File: config.mk
export PLATFORM = sky130hd
export DESIGN_NAME = tmff_ctrl
export DESIGN_NICKNAME = d
export VERILOG_FILES = /design/src/sv/tmff_pkg.sv /design/src/sv/tmff_ctrl.sv
export SDC_FILE = /design/constraint.sdc
export NUM_CORES = 1
export LEC_CHECK = 0
export BUFFER_PORTS_ARGS = -buffer_cell sky130_fd_sc_hd__buf_4
export CAP_MARGIN = 10
export CORE_AREA = 10 10 47 49
export CTS_CLUSTER_SIZE = 24
export DETAILED_ROUTE_END_ITERATION = 7
export DIE_AREA = 0 0 57 59
export GPL_ROUTABILITY_DRIVEN = 0
export PLACE_DENSITY_LB_ADDON = 0.05
export SETUP_SLACK_MARGIN = 0.02
export SLEW_MARGIN = 15
export SYNTH_ARGS = -nofsm -noshare
export SYNTH_HDL_FRONTEND = slang
export SYNTH_SLANG_ARGS = --single-unit
File: constraint.sdc
create_clock -name clock -period 2.63 [get_ports clock]
set_clock_uncertainty 0.2 [all_clocks]
set_input_delay 0.1315 -clock clock [delete_from_list [all_inputs] [get_ports clock]]
set_output_delay 0.1315 -clock clock [all_outputs]
set_load 0.03 [all_outputs]
File: src/sv/tmff_pkg.sv
// Shared types and constants for the timestamp merge with forward fill.
// Used by the controller, the datapath and the top level.
`timescale 1ns / 1ps
`default_nettype none
package tmff_pkg;
   typedef enum logic [1:0] {
      MODE_LOAD    = 2'd0,
      MODE_ADVANCE = 2'd1,
      MODE_REWIND  = 2'd2,
      MODE_CLEAR   = 2'd3
   } mode_type;

   typedef enum logic [1:0] {
      ST_OK       = 2'd0,
      ST_NO_DATA  = 2'd1,
      ST_FULL     = 2'd2,
      ST_ORDER    = 2'd3
   } status_type;

   typedef enum logic [2:0] {
      S_IDLE,
      S_SCAN,
      S_DECIDE,
      S_FETCH,
      S_WAIT,
      S_EMIT,
      S_SINGLE
   } state_type;

   // Controller to datapath commands.
   typedef struct packed {
      logic load;
      logic rewind;
      logic clear;
      logic scan_start;
      logic scan_step;
      logic fetch;
      logic capture;
      logic emit;
      logic emit_single;
      logic next_sym;
   } cmd_type;

   // Datapath to controller status.
   typedef struct packed {
      logic scan_done;
      logic any;
      logic last_sym;
   } stat_type;

   localparam logic [63:0] TIME_MAX = 64'h7FFF_FFFF_FFFF_FFFF;
   localparam logic [63:0] TIME_MIN = 64'h8000_0000_0000_0000;
endpackage
`default_nettype wire

File: src/sv/tmff_ctrl.sv
// Controller state machine for the timestamp merge.
// Depends on tmff_pkg; drives commands into tmff_datapath.
`timescale 1ns / 1ps
`default_nettype none
module tmff_ctrl
   import tmff_pkg::*;
(
   input  wire logic     clock,
   input  wire logic     reset,
   input  wire logic     req_valid,
   output logic          req_stall,
   input  wire logic [1:0] req_mode,
   input  wire logic     out_busy,
   input  wire stat_type stat,
   output cmd_type       cmd
);
   state_type state_ff, state_in;

   // Hold the state register.
   always_ff @(posedge clock) begin
      if (reset) begin
         state_ff <= S_IDLE;
      end else begin
         state_ff <= state_in;
      end
   end

   // Sequence one request at a time.
   always_comb begin
      state_in  = state_ff;
      cmd       = '0;
      req_stall = 1'b1;
      unique case (state_ff)
         S_IDLE: begin
            req_stall = out_busy;
            if (req_valid && !out_busy) begin
               unique case (mode_type'(req_mode))
                  MODE_LOAD: begin
                     cmd.load = 1'b1;
                     state_in = S_SINGLE;
                  end
                  MODE_ADVANCE: begin
                     cmd.scan_start = 1'b1;
                     state_in = S_SCAN;
                  end
                  MODE_REWIND: cmd.rewind = 1'b1;
                  MODE_CLEAR:  cmd.clear  = 1'b1;
                  default: ;
               endcase
            end
         end
         S_SINGLE: begin
            if (!out_busy) begin
               cmd.emit_single = 1'b1;
               state_in = S_IDLE;
            end
         end
         S_SCAN: begin
            cmd.scan_step = 1'b1;
            if (stat.scan_done) begin
               state_in = S_DECIDE;
            end
         end
         S_DECIDE: begin
            if (!stat.any) begin
               state_in = S_SINGLE;
            end else begin
               state_in = S_FETCH;
            end
         end
         S_FETCH: begin
            cmd.fetch = 1'b1;
            state_in = S_WAIT;
         end
         S_WAIT: begin
            cmd.capture = 1'b1;
            state_in = S_EMIT;
         end
         S_EMIT: begin
            if (!out_busy) begin
               cmd.emit = 1'b1;
               if (stat.last_sym) begin
                  state_in = S_IDLE;
               end else begin
                  cmd.next_sym = 1'b1;
                  state_in = S_FETCH;
               end
            end
         end
         default: state_in = S_IDLE;
      endcase
   end
endmodule
`default_nettype wire

# [Word level (Yosys, flattened, before mapping)]
# Cells that the tools add are included.
[totals] input_bits=9 latch_bits=0 memories=0 mem_bits_ro=0 out_inout_bits=11 reg_bits=3 ramBits=0 elab_cells=44
[op_classes] reduce_logical=5 n_bitwise=0 mux=24 n_addsub=0 shifts=0 n_lt_le_gt_ge=0 eq_ne=14 div=0 n_mul=0
[op_table] operator="$pmux W3 S7" n=1
[op_table] operator="$mux W3" n=5
[op_table] operator="$mux W1" n=14
[op_table] operator="$eq A3 B3 Y1 const B" n=3
[op_table] operator="$mux W4" n=2
[op_table] operator="$ne A2 B2 Y1 const B" n=4
[op_table] operator="$eq A3 B2 Y1 const B" n=2
[op_table] operator="$pmux W3 S2" n=1
[op_table] operator="$reduce_and A5 Y1" n=1
[op_table] operator="$eq A2 B2 Y1 const B" n=2
[op_table] operator="$eq A3 B1 Y1 const B" n=1
[op_table] operator="$logic_not A3 Y1" n=1
[op_table] operator="$ne A3 B1 Y1 const B" n=1
[op_table] operator="$eq A2 B1 Y1 const B" n=1
[op_table] operator="$logic_not A2 Y1" n=1
[op_table] operator="$mux W2" n=1
[op_table] operator="$logic_and A1 B1 Y1" n=1
[op_table] operator="$logic_not A1 Y1" n=1

# [Longest topological paths before layout]
[logic_depth] ltp_word=4 mapped_depth=4 mapped_depth_nobuf=3

# [Worst setup path after synthesis]
# OpenSTA, ideal clock, no wires.
[synth_timing] path_type="register -> output" startpoint="register state_ff[2]" endpoint="output port cmd[0] in the netlist's numbering" n_path_buf=1 required_ns=2.299 slack_ns=0.280 t_arrival_ns=2.019 path_stages_with_launch=5 cell_sequence="dfxtp_1 > buf_2 > nor2b_1 > nor3b_1 > nor2b_1"
[synth_rtl] element="from (decl)" line_no="tmff_ctrl.sv:17" rtl="state_type state_ff, state_in;"
[synth_rtl] element="from (signal assigned)" line_no="tmff_ctrl.sv:24" rtl="state_ff <= state_in;"
[synth_rtl] element="to (decl)" line_no="tmff_ctrl.sv:15" rtl="output cmd_type cmd"

==> flow_metrics.env <==
export IMPL_grt_pass1_wl_microns=2049
export IMPL_rsz0062_at_grt="no"
export IMPL_hp_class="in2reg"
export IMPL_pwr_share_clk=0.150
export IMPL_largest_register_ffs=3
export IMPL_reg2reg_slack_ps=850
export IMPL_power_mw=0.5410
export IMPL_clk_latency_ps=230
export IMPL_start_kind="register"
export IMPL_yosysWarnings=0
export IMPL_ys_seq_area_frac=0.1509
export IMPL_relSlewSlack=0.6774
export IMPL_hold_violations=0
export IMPL_die_y_microns=59
export IMPL_top_regs="state_ff: 3 flops"
export IMPL_stdcell_count=87
export IMPL_crit_chain="nor4_1, nand2_1, nor3b_2, buf_4"
export IMPL_syn_avg_cell_area_sq_um=7.958
export IMPL_crit_buf_inv=1
export IMPL_synth_net_count=59
export IMPL_syn2layout_area_growth_pct=44.65
export IMPL_overflow=0
export IMPL_start_util=0.2839
export IMPL_power_switching_mw=0.2720
export IMPL_cap_violations=0
export IMPL_vias=460
export IMPL_cp_slowest_cell="nor4_1"
export IMPL_antenna_left=0
export IMPL_die_area_sq_um=3363
export IMPL_drv_slew=0
export IMPL_fin_util=0.4107
export IMPL_mostFrequentLayoutCells="buf_4 (19), nand2_1 (6), nor3_1 (4)"
export IMPL_clk_pin_slew_ps=40
export IMPL_setup_tns_ps=0
export IMPL_p_seq_frac=0.247
export IMPL_postPlaceCellArea_sq_um=539.3
export IMPL_crit_required_ps=2300
export IMPL_period_share=0.7825
export IMPL_dpl_hpwl_microns=936.2
export IMPL_grt_util_all_layers=0.07041
export IMPL_p_sw_frac=0.5028
export IMPL_cts_sinks=3
export IMPL_h_tree_depth=1
export IMPL_dieWidth_microns=57
export IMPL_portBuffers=19
export IMPL_outcome="complete, no violations"
export IMPL_core_area_sq_um=1401
export IMPL_viasPerCell=5.287
export IMPL_clockRootBuffer="clkbuf_4"
export IMPL_route_detailed_drc=0
export IMPL_grt_max_degree=16
export IMPL_grt_pass1_vias=489
export IMPL_tightestPinTransition_ps=483.3
export IMPL_stdcell_area_sq_um=575.6
export IMPL_critPathMaxFanout=14
export IMPL_critPathTopFamily="simple AND/OR/NAND/NOR gates"
export IMPL_fmax_mhz=485.9
export IMPL_n_antenna_cell=0
export IMPL_largest_register="state_ff"
export IMPL_p_leak_nw=0.2411
export IMPL_cts_tree="done"
export IMPL_syn_cell_area_sq_um=397.9
export IMPL_clock_path_buffers=2
export IMPL_comb_power_share=0.603
export IMPL_syn_inst=50
export IMPL_antenna_found_initial=0
export IMPL_rows=14
export IMPL_cts_setup_buffers=0
export IMPL_synth_seq_cells=3
export IMPL_cts_buffers=3
export IMPL_routed_wl_microns=1212
export IMPL_cp_arrival_ps=1730
export IMPL_p_int_mw=0.2690
export IMPL_max_vdd_ir_drop_mv=0.3753
export IMPL_cpPeakStageDelay_ps=490
export IMPL_fin_nets=81
export IMPL_synth_cell_type_count=30
export IMPL_drtIter0Drc=12
export IMPL_cp_end_kind="output port"
export IMPL_setup_viol=0
export IMPL_layout_cells_most_common="buf_4"
export IMPL_ioPinCount=20
export IMPL_dp_cells=82
export IMPL_first_pass_iters=4
export IMPL_wl_per_cell_microns=13.93
export IMPL_setup_worst_path_class="reg2out"
export IMPL_drive_gt1_frac=0.3803
export IMPL_finalCriticalPeriod_ps=2058
export IMPL_cts_resized=0
export IMPL_power_per_cell_area_nw_per_um2=940.0
[what timing repair did]
action / 4_1_cts / 5_1_grt
hold endpoints to repair: 2 / 0
hold buffers: 1 / 0
setup endpoints to repair: 0 / 0
[final timing paths]
path / from / to / cells after the start
max: state_ff[1] / cmd[8] / 4
min: stat[0] / state_ff[1] / 4
max reg2reg: state_ff[0] / state_ff[1] / 3
min reg2reg: state_ff[0] / state_ff[0] / 2
[logic make-up (layout without fill, tap and decap cells)]
logic type | Yosys count | count (layout) | synth area share
compound gates | 10 | 10 | 0.2673
xor+xnor | 1 | 1 | 0.02202
buf+inv | 6 | 27 | 0.08176
flops | 3 | 3 | 0.1509
simple gates | 30 | 30 | 0.4780
[tightest hold or removal path: stages]
cell	delay [ps]
buf_4	90
nand2b_1	90
a221o_1	150
o41ai_2	60
[per-layer routing]
layer,share of wire,routed length [microns],vias to the layer above,track usage
met5,0,0,-,0
met4,0,0,0,0.03020
met3,0.072,87,0,0.02790
met2,0.39,470,15,0.1008
met1,0.54,655,208,0.09015
li1,-,-,237,-
[stage by stage]
| stage | setup slack [ps] | hold slack, ps |
|---|---|---|
| after CTS | 541.3 | 129.7 |
| after floorplan | 279.6 | 30.29 |
| final | 571.9 | 139.7 |
| after global placement | 758.5 | 173.1 |
| after global routing | 452.5 | 158.5 |
| after detailed placement | 809.3 | 172.6 |
[area by class of cell]
| class | count | area, sq um |
|---|---|---|
| Tap cell | 16 | 20.02 |
| Sequential cell | 3 | 60.06 |
| Fill cell | 165 | 825.8 |
| Timing Repair Buffer | 20 | 152.6 |
| Multi-Input combinational cell | 41 | 305.3 |
| Clock buffer | 4 | 26.28 |
| Inverter | 3 | 11.26 |
[power groups by stage]
stage / registers, mW / clock network, mW / logic, mW
detailed placement: 0.131 / 0 / 0.326
finish: 0.133 / 0.0814 / 0.326
global placement: 0.135 / 0 / 0.331
CTS: 0.132 / 0.0846 / 0.330
floorplan: 0.0839 / 0 / 0.296
global route: 0.140 / 0.0893 / 0.354
[cell usage after synthesis]
master / n / area share
or3_1: 1 / 0.016
nor3_1: 4 / 0.050
xnor2_1: 1 / 0.022
nand2b_1: 2 / 0.031
nor3b_2: 1 / 0.031
buf_6: 1 / 0.028
nor4bb_1: 1 / 0.025
o21a_1: 1 / 0.019
buf_2: 2 / 0.025
o32a_1: 1 / 0.025
nor2b_1: 3 / 0.047
and2b_2: 1 / 0.022
o41ai_2: 2 / 0.082
a22o_1: 1 / 0.022
and2_1: 1 / 0.016
a221oi_1: 1 / 0.022
nor4b_1: 1 / 0.022
dfxtp_1: 3 / 0.15
a221o_1: 1 / 0.025
nor4_1: 1 / 0.016
or3b_1: 1 / 0.022
inv_1: 3 / 0.028
o21ai_0: 1 / 0.013
o211ai_1: 1 / 0.019
nor2_1: 2 / 0.019
and3_1: 1 / 0.016
nand2_1: 6 / 0.057
or4b_1: 2 / 0.050
o32ai_2: 1 / 0.041
nor3b_1: 2 / 0.038
Power figures use the tool's default switching activity.
